==> config.mk <==
export PLATFORM = sky130hd
export DESIGN_NAME = telnet_rx_option_negotiator
export DESIGN_NICKNAME = d
export VERILOG_FILES = /design/src/tro_pkg.sv /design/src/telnet_rx_option_negotiator.sv /design/src/tro_front.sv /design/src/tro_job_queue.sv /design/src/tro_back.sv
export SDC_FILE = /design/constraint.sdc
export NUM_CORES = 1
export LEC_CHECK = 0
export BUFFER_PORTS_ARGS = -buffer_cell sky130_fd_sc_hd__buf_2
export CORE_ASPECT_RATIO = 1.25
export CORE_UTILIZATION = 59
export CTS_CLUSTER_SIZE = 25
export DETAILED_ROUTE_END_ITERATION = 16
export PLACE_DENSITY = 0.79
export SLEW_MARGIN = 20
export SYNTH_ARGS = -nofsm -noshare
export SYNTH_HDL_FRONTEND = slang
export SYNTH_SLANG_ARGS = --single-unit
==> constraint.sdc <==
create_clock -name clock -period 3.65 [get_ports clock]
set_input_delay 0.1825 -clock clock [delete_from_list [all_inputs] [get_ports clock]]
set_output_delay 0.1825 -clock clock [all_outputs]
set_load 0.05 [all_outputs]
==> src/tro_pkg.sv <==
// ============================================================================
// tro_pkg
// Shared types and telnet codes for the receive-side option negotiator.
// ============================================================================
`default_nettype none

package tro_pkg;

   // Telnet command and option codes.
   localparam logic [7:0] T_IAC    = 8'd255;
   localparam logic [7:0] T_DONT   = 8'd254;
   localparam logic [7:0] T_DO     = 8'd253;
   localparam logic [7:0] T_WONT   = 8'd252;
   localparam logic [7:0] T_WILL   = 8'd251;
   localparam logic [7:0] T_EC     = 8'd247;
   localparam logic [7:0] T_AYT    = 8'd246;
   localparam logic [7:0] OPT_ECHO = 8'd1;
   localparam logic [7:0] OPT_SGA  = 8'd3;
   localparam logic [7:0] NUL_BYTE = 8'd0;
   localparam logic [7:0] BS_BYTE  = 8'd8;

   // Default depth of the job queue between front and back.
   localparam int JOB_QUEUE_DEPTH = 2;

   // Position of the last byte within a three-byte reply.
   localparam logic [1:0] REPLY_LAST = 2'd2;

   typedef struct packed {
      logic [7:0] rx_byte;
      logic       link_closed;
   } req_type;

   typedef struct packed {
      logic       to_remote;
      logic [7:0] out_byte;
      logic       last_of_run;
      logic       local_echo_on;
      logic       raw_input_on;
      logic       session_closed;
   } rsp_type;

   // One unit of work for the back end: a single byte, or an IAC reply.
   typedef struct packed {
      logic       is_reply;
      logic       to_remote;
      logic [7:0] byte_a;      // single byte, or reply command
      logic [7:0] byte_b;      // reply option
      logic       remote_echoes;
      logic       closed;
   } job_type;

   // Queue handshake between the front end and the queue.
   typedef struct packed {
      logic    push;
      job_type job;
   } job_push_type;

   // Queue status and head seen by the back end.
   typedef struct packed {
      logic    empty;
      job_type head;
   } job_head_type;

endpackage

`default_nettype wire

==> src/telnet_rx_option_negotiator.sv <==
// ============================================================================
// telnet_rx_option_negotiator
// Telnet receive-side IAC parser and option negotiator, queue interfaces.
// ============================================================================
// Usage. Received link bytes enter through a queue-like port: a transaction
// is taken when req_push is high and req_full is low. Results leave through
// a second queue-like port: the oldest result sits on rsp_data while
// rsp_empty is low, and is taken when rsp_pop is high.
// Each result is a console byte or a byte for the remote; last_of_run marks
// the final result caused by one input byte, and the echo, raw and closed
// flags reflect the state after that byte.
// A byte's job is written into the job queue when the byte is taken, and its
// first result is then registered in the back end's output register. Plain
// data flows at one byte per cycle while the receiver takes every result; an
// option request expands into a three-byte reply, which passes through the
// back end's single output register one byte at a time.
// The front end parses and updates state in the accepting cycle and writes
// at most one job into the queue; when it is full, req_full is raised.
// When the receiver stalls, the output register holds its result, the back
// end stops draining the queue and, once it fills, input is held off.
// A synchronous reset returns the parser to the plain data phase, clears
// all negotiation flags and discards every queued or waiting result.
// ============================================================================
`default_nettype none

module telnet_rx_option_negotiator #(
   parameter int QUEUE_DEPTH = tro_pkg::JOB_QUEUE_DEPTH
) (
   input  wire logic             clock,
   input  wire logic             reset,
   input  wire logic             req_push,
   output logic                  req_full,
   input  wire tro_pkg::req_type req_data,
   output logic                  rsp_empty,
   input  wire logic             rsp_pop,
   output tro_pkg::rsp_type      rsp_data
);

   // Job handshake from the front end, and the queue head seen by the back.
   tro_pkg::job_push_type job_wr;
   tro_pkg::job_head_type job_rd;
   logic                  job_pop;
   logic                  accept;

   // The front end may only take a byte when its job is sure to fit.
   assign accept = req_push && !req_full;

   tro_front u_front (
      .clock   (clock),
      .reset   (reset),
      .accept  (accept),
      .req     (req_data),
      .job_out (job_wr)
   );

   tro_job_queue #(
      .DEPTH (QUEUE_DEPTH)
   ) u_queue (
      .clock (clock),
      .reset (reset),
      .wr    (job_wr),
      .full  (req_full),
      .pop   (job_pop),
      .rd    (job_rd)
   );

   // The back end walks through the bytes of each job one per cycle while results are taken.
   tro_back u_back (
      .clock     (clock),
      .reset     (reset),
      .rd        (job_rd),
      .job_pop   (job_pop),
      .rsp_empty (rsp_empty),
      .rsp_pop   (rsp_pop),
      .rsp_data  (rsp_data)
   );

endmodule

`default_nettype wire

==> src/tro_front.sv <==
// ============================================================================
// tro_front
// Parses received bytes, keeps the negotiation state and issues jobs.
// ============================================================================
`default_nettype none

module tro_front (
   input  wire logic                  clock,
   input  wire logic                  reset,
   input  wire logic                  accept,
   input  wire tro_pkg::req_type      req,
   output tro_pkg::job_push_type      job_out
);

   typedef enum logic [2:0] {
      PH_PLAIN = 3'd0,
      PH_IAC   = 3'd1,
      PH_WILL  = 3'd2,
      PH_DO    = 3'd3,
      PH_WONT  = 3'd4,
      PH_DONT  = 3'd5
   } phase_type;

   phase_type  phase_ff, phase_in;
   logic       echo_ff, echo_in;
   logic       rsga_ff, rsga_in;
   logic       lsga_ff, lsga_in;
   logic       closed_ff, closed_in;

   logic       emit;
   logic       is_reply;
   logic       to_remote;
   logic [7:0] byte_a;
   logic [7:0] byte_b;
   logic [7:0] b;

   assign b = req.rx_byte;

   always_comb begin
      phase_in  = phase_ff;
      echo_in   = echo_ff;
      rsga_in   = rsga_ff;
      lsga_in   = lsga_ff;
      closed_in = closed_ff;
      emit      = 1'b0;
      is_reply  = 1'b0;
      to_remote = 1'b0;
      byte_a    = tro_pkg::NUL_BYTE;
      byte_b    = b;
      if (accept && !closed_ff) begin
         phase_in = PH_PLAIN;
         if (req.link_closed) begin
            closed_in = 1'b1;
            emit      = 1'b1;
         end else begin
            unique case (phase_ff)
               PH_IAC: begin
                  if (b == tro_pkg::T_WILL) begin
                     phase_in = PH_WILL;
                  end else if (b == tro_pkg::T_DO) begin
                     phase_in = PH_DO;
                  end else if (b == tro_pkg::T_WONT) begin
                     phase_in = PH_WONT;
                  end else if (b == tro_pkg::T_DONT) begin
                     phase_in = PH_DONT;
                  end else if (b == tro_pkg::T_IAC) begin
                     emit   = 1'b1;
                     byte_a = tro_pkg::T_IAC;
                  end else if (b == tro_pkg::T_AYT) begin
                     emit      = 1'b1;
                     to_remote = 1'b1;
                     byte_a    = tro_pkg::NUL_BYTE;
                  end else if (b == tro_pkg::T_EC) begin
                     emit   = 1'b1;
                     byte_a = tro_pkg::BS_BYTE;
                  end
               end
               PH_WILL: begin
                  emit     = 1'b1;
                  is_reply = 1'b1;
                  if (b == tro_pkg::OPT_ECHO && !echo_ff) begin
                     byte_a  = tro_pkg::T_DO;
                     echo_in = 1'b1;
                  end else if (b == tro_pkg::OPT_SGA && !rsga_ff) begin
                     byte_a  = tro_pkg::T_DO;
                     rsga_in = 1'b1;
                  end else begin
                     byte_a = tro_pkg::T_DONT;
                  end
               end
               PH_DO: begin
                  emit     = 1'b1;
                  is_reply = 1'b1;
                  if (b == tro_pkg::OPT_SGA && !lsga_ff) begin
                     byte_a  = tro_pkg::T_WILL;
                     lsga_in = 1'b1;
                  end else begin
                     byte_a = tro_pkg::T_WONT;
                  end
               end
               PH_WONT: begin
                  byte_a = tro_pkg::T_DONT;
                  if (b == tro_pkg::OPT_ECHO) begin
                     if (echo_ff) begin
                        emit     = 1'b1;
                        is_reply = 1'b1;
                        echo_in  = 1'b0;
                     end
                  end else if (b == tro_pkg::OPT_SGA && rsga_ff) begin
                     emit     = 1'b1;
                     is_reply = 1'b1;
                     rsga_in  = 1'b0;
                  end
               end
               PH_DONT: begin
                  byte_a = tro_pkg::T_WONT;
                  if (b == tro_pkg::OPT_SGA && lsga_ff) begin
                     emit     = 1'b1;
                     is_reply = 1'b1;
                     lsga_in  = 1'b0;
                  end
               end
               default: begin
                  if (b == tro_pkg::T_IAC) begin
                     phase_in = PH_IAC;
                  end else begin
                     emit   = 1'b1;
                     byte_a = b;
                  end
               end
            endcase
         end
      end
   end

   always_comb begin
      job_out.push              = emit;
      job_out.job.is_reply      = is_reply;
      job_out.job.to_remote     = to_remote | is_reply;
      job_out.job.byte_a        = byte_a;
      job_out.job.byte_b        = byte_b;
      job_out.job.remote_echoes = echo_in;
      job_out.job.closed        = closed_in;
   end

   always_ff @(posedge clock) begin
      if (reset) begin
         phase_ff  <= PH_PLAIN;
         echo_ff   <= 1'b0;
         rsga_ff   <= 1'b0;
         lsga_ff   <= 1'b0;
         closed_ff <= 1'b0;
      end else begin
         phase_ff  <= phase_in;
         echo_ff   <= echo_in;
         rsga_ff   <= rsga_in;
         lsga_ff   <= lsga_in;
         closed_ff <= closed_in;
      end
   end

endmodule

`default_nettype wire

==> src/tro_job_queue.sv <==
// ============================================================================
// tro_job_queue
// Small first-in first-out queue of jobs between the front and back ends.
// ============================================================================
`default_nettype none

module tro_job_queue #(
   parameter int DEPTH = tro_pkg::JOB_QUEUE_DEPTH
) (
   input  wire logic                  clock,
   input  wire logic                  reset,
   input  wire tro_pkg::job_push_type wr,
   output logic                       full,
   input  wire logic                  pop,
   output tro_pkg::job_head_type      rd
);

   localparam int AW = (DEPTH > 1) ? $clog2(DEPTH) : 1;
   localparam int CW = $clog2(DEPTH + 1);
   localparam logic [AW-1:0] LAST_PTR = AW'(DEPTH - 1);
   localparam logic [CW-1:0] FULL_CNT = CW'(DEPTH);

   tro_pkg::job_type  mem [DEPTH];
   logic [AW-1:0]     wptr_ff, wptr_in;
   logic [AW-1:0]     rptr_ff, rptr_in;
   logic [CW-1:0]     count_ff, count_in;
   logic              do_push;
   logic              do_pop;

   assign full     = (count_ff == FULL_CNT);
   assign rd.empty = (count_ff == '0);
   assign rd.head  = mem[rptr_ff];
   assign do_push  = wr.push && !full;
   assign do_pop   = pop && !rd.empty;

   always_comb begin
      wptr_in  = wptr_ff;
      rptr_in  = rptr_ff;
      count_in = count_ff;
      if (do_push) begin
         wptr_in = (wptr_ff == LAST_PTR) ? '0 : wptr_ff + 1'b1;
      end
      if (do_pop) begin
         rptr_in = (rptr_ff == LAST_PTR) ? '0 : rptr_ff + 1'b1;
      end
      if (do_push && !do_pop) begin
         count_in = count_ff + 1'b1;
      end else if (do_pop && !do_push) begin
         count_in = count_ff - 1'b1;
      end
   end

   always_ff @(posedge clock) begin
      if (do_push) begin
         mem[wptr_ff] <= wr.job;
      end
   end

   always_ff @(posedge clock) begin
      if (reset) begin
         wptr_ff  <= '0;
         rptr_ff  <= '0;
         count_ff <= '0;
      end else begin
         wptr_ff  <= wptr_in;
         rptr_ff  <= rptr_in;
         count_ff <= count_in;
      end
   end

endmodule

`default_nettype wire

==> src/tro_back.sv <==
// ============================================================================
// tro_back
// Expands queued jobs into result transactions and holds the output register.
// ============================================================================
`default_nettype none

module tro_back (
   input  wire logic                  clock,
   input  wire logic                  reset,
   input  wire tro_pkg::job_head_type rd,
   output logic                       job_pop,
   output logic                       rsp_empty,
   input  wire logic                  rsp_pop,
   output tro_pkg::rsp_type           rsp_data
);

   logic             valid_ff, valid_in;
   tro_pkg::rsp_type data_ff, data_in;
   logic [1:0]       idx_ff, idx_in;
   logic             load;
   logic             last;
   tro_pkg::rsp_type item;

   assign load = !valid_ff || rsp_pop;
   assign last = !rd.head.is_reply || (idx_ff == tro_pkg::REPLY_LAST);

   always_comb begin
      item.to_remote      = rd.head.to_remote;
      item.last_of_run    = last;
      item.local_echo_on  = !rd.head.remote_echoes;
      item.raw_input_on   = rd.head.remote_echoes;
      item.session_closed = rd.head.closed;
      if (!rd.head.is_reply) begin
         item.out_byte = rd.head.byte_a;
      end else begin
         case (idx_ff)
            2'd0:    item.out_byte = tro_pkg::T_IAC;
            2'd1:    item.out_byte = rd.head.byte_a;
            default: item.out_byte = rd.head.byte_b;
         endcase
      end
   end

   always_comb begin
      valid_in = valid_ff;
      data_in  = data_ff;
      idx_in   = idx_ff;
      job_pop  = 1'b0;
      if (load && !rd.empty) begin
         valid_in = 1'b1;
         data_in  = item;
         if (last) begin
            job_pop = 1'b1;
            idx_in  = '0;
         end else begin
            idx_in = idx_ff + 1'b1;
         end
      end else if (rsp_pop) begin
         valid_in = 1'b0;
      end
   end

   assign rsp_empty = !valid_ff;
   assign rsp_data  = data_ff;

   always_ff @(posedge clock) begin
      data_ff <= data_in;
      if (reset) begin
         valid_ff <= 1'b0;
         idx_ff   <= '0;
      end else begin
         valid_ff <= valid_in;
         idx_ff   <= idx_in;
      end
   end

endmodule

`default_nettype wire

==> summary.txt <==
Synth
  – Flops & latches, synth: 68
  – Yosys warns: 0
  – Area leader, netlist: edfxtp_1
  – Syn nets: approximately 280
  – Post-synth cell types: 49
  – Post-synthesis sequential area ratio: 0.602
  – Synth Flop Type: edfxtp_1
  – Most instantiated library cell after synthesis: edfxtp_1
  – Synthesized area per cell: 11.9 sq um
  – Area share of the largest cell type after synthesis: 0.507
  – Post-Syn Area: ~3100 sq um
  – Ys async rst share: 0
  – Mapped Cells: ~260
  – Number of synthesized flops with an enable pin: 53
  – Synth top area cells: edfxtp_1, dfxtp_1, mux2i_1
  – Most common library cells after synthesis: edfxtp_1, a21oi_1, nand2_1, nor2_1

Hold path
  – Hold crit path type: primary input to flip-flop

Die
  – Core Area: slightly above 5000 sq um
  – Die ar.: ~5600 sq um
  – Num rows: 29
  – Die Ht: roughly 84 um
  – Initial core utilization: 0.614
  – I/O pin count: 28
  – Chip Width: a little under 70 um

Worst setup path
  – Data arrival time of the worst path: slightly below 3 ns
  – Critical path peak fanout: 17
  – Startpoint type of the worst setup path: flip-flop
  – Crit end category: flip-flop
  – Worst path required time: a little under 4 ns
  – WS Path Type: flip-flop to flip-flop

Power and ir drop
  – Leak: about 1.3 nW
  – P per Cell Area: roughly 720 nW/um^2
  – Total power: around 2.5 mW
  – VDD IR max: about 320 uV

Finish
  – Cell Count, Final, Fillers Out: 360
  – Final nets: 310
  – # diodes: 0
  – Layout cells sized above 1: 0.178
  – Area Growth Syn to Fin: 10.6%

Outcome
  – Status: finished clean

STA
  – Fin crit share: 0.745
  – FMAX: 368 MHz
  – Final worst path period need: ~2.7 ns
  – Setup Skew: between 0.007 and 0.008 ns
  – Fin. max-slew vios: 0
  – Worst Max-Slew Pin Slew: between 0.7 and 0.8 ns
  – Setup Viol. Count Final: 0
  – Final Hold Viols: 0
  – Total negative slack: 0 ns
  – RSZ-0062 raised after global routing: false
  – Slew margin rel.: 0.496

Place
  – DPL Wire Length: approximately 4.2 mm
  – DP Cell Count: about 340
  – Final Wtd Congestion: between 0.8 and 0.9
  – # port buffers: 27

Clock tree
  – CTS tree: done
  – # hold bufs at CTS: 0
  – H-tree levels: 3
  – Post-CTS resize count: 0
  – Number of clock sinks: a little under 70
  – TritonCTS Buffers: 9
  – Clk Latency, worst-skew pair: ~0.33 ns
  – Clk Tree Root Cell: clkbuf_8
  – Clock buffer depth: 2
  – Post-CTS setup buffer count: 0
  – Clock transition at path regs: approximately 0.07 ns

Routing
  – # DRC: 0
  – Antenna-violating nets left: 0
  – Drt pass-1 iters: 5
  – Via density per instance: between 5 and 6
  – Wirelength per Cell: roughly 17 um
  – Final wirelength: between 5 and 6 mm
  – Via count: 2156
  – Iteration-0 DRC count of the detailed router: between 90 and 100

Global route
  – Initial antenna violation count: 0
  – Congestion Overflow GR: 0
  – Number of global-route vias before repair: about 2100
  – M2 GR Usage: 0.372
  – Most used routing layer: met2
  – Met3 Resource Use GR: 0.0669
  – Pin count of the biggest net entering global routing: 21
  – First-pass GRT wire length: just under 10 mm
  – GR Util All Layers: 0.245
  – Global Route met1 Usage: 0.321

Flow run
  – Max-cap viol count: 0
==> worst max-delay path, stage by stage (launching register included) <==
cell and delay, ns:
dfxtp_1 0.69, or3b_2 0.23, o22ai_1 0.10, a2111oi_0 0.59
nand2b_1 0.21, inv_1 0.05, ha_1 0.31, or3_1 0.35
a21oi_1 0.14
==> registers in the layout, indices dropped and copies added (netlist names), named ones only <==
| name | flops |
|---|---|
| u_front.rsga_ff | 1 |
| u_back.valid_ff | 1 |
| u_back.rsp_data | 13 |
| u_front.phase_ff | 3 |
| u_front.closed_ff | 1 |
| u_queue.wptr_ff | 1 |
| u_queue.mem | 40 |
| u_queue.rptr_ff | 1 |
| u_back.idx_ff | 2 |
| u_front.echo_ff | 1 |
| u_front.lsga_ff | 1 |
| u_queue.count_ff | 2 |
==> power by group <==
group / internal (mW) / switching, mW
sequential: 1.06 / 0.0525
combinational: 0.254 / 0.623
clock: 0.244 / 0.258
total: 1.56 / 0.934
==> cell type report <==
class	count	area, sq um
clock buffer	13	139
clock inverter	3	16.3
fill	405	1640
inverter	18	67.6
multi-input combinational	166	1120
sequential	68	1890
tap	62	77.6
timing repair buffer	30	158
==> worst paths after layout <==
path / from / slack [ns] / cells after the start / end
max: u_front.phase_ff[0]$_SDFFE_PP0P_ / 0.93 / 8 / u_queue.count_ff[1]$_SDFFE_PP0P_
min: req_data[6] / 0.13 / 1 / u_queue.mem[1][7]$_DFFE_PP_
max reg2reg: u_front.phase_ff[0]$_SDFFE_PP0P_ / 0.93 / 8 / u_queue.count_ff[1]$_SDFFE_PP0P_
min reg2reg: u_front.rsga_ff$_SDFFE_PP0P_ / 0.47 / 2 / u_front.rsga_ff$_SDFFE_PP0P_
==> cell families (layout without fill, tap and decap cells) <==
| group | Yosys count | in the layout | share of synthesized area |
|---|---|---|---|
| XOR/XNOR | 5 | 5 | 0.0139 |
| adder cells (fa/ha/maj) | 4 | 4 | 0.0159 |
| AND/OR/NAND/NOR | 76 | 76 | 0.128 |
| buffers and inverters | 30 | 64 | 0.0398 |
| multiplexers | 21 | 21 | 0.0757 |
| AO/OA/AOI/OAI | 60 | 60 | 0.124 |
| flip-flops | 68 | 68 | 0.602 |
==> cell usage in the layout (no fill, tap or decap), drive strengths merged, types with 3 or more instances in the layout <==
cell and instances:
a21o 3, a21oi 23, a2bb2oi 3, a31oi 3, buf 30, clkbuf 13, dfxtp 15, edfxtp 53
ha 4, inv 18, mux2i 17, nand2 21, nand2b 7, nand3 5, nand4 5, nor2 19
nor2b 3, o21ai 10, o221ai 6, or3 5, xor2 4
==> through the flow <==
step | util | hold slack (ns) | area (sq um) | setup slack [ns]
floorplan | - | 0.252 | 3140 | 1.10
global placement | 0.649 | 0.456 | 3320 | 0.991
detailed placement | 0.649 | 0.464 | 3320 | 0.948
CTS | 0.679 | 0.115 | 3470 | 0.932
global route | 0.679 | 0.120 | 3470 | 0.560
finish | 0.679 | 0.128 | 3470 | 0.931
==> layer usage <==
layer  part of all wire  up-vias  routed length (um)
met5                  0        -                   0
met4              0.020        0                 122
met3              0.049        9                 295
met2               0.49       70                2950
met1               0.44     1038                2610
li1                   -     1039                   -
Note: power is estimated with default switching activity, not from simulation.
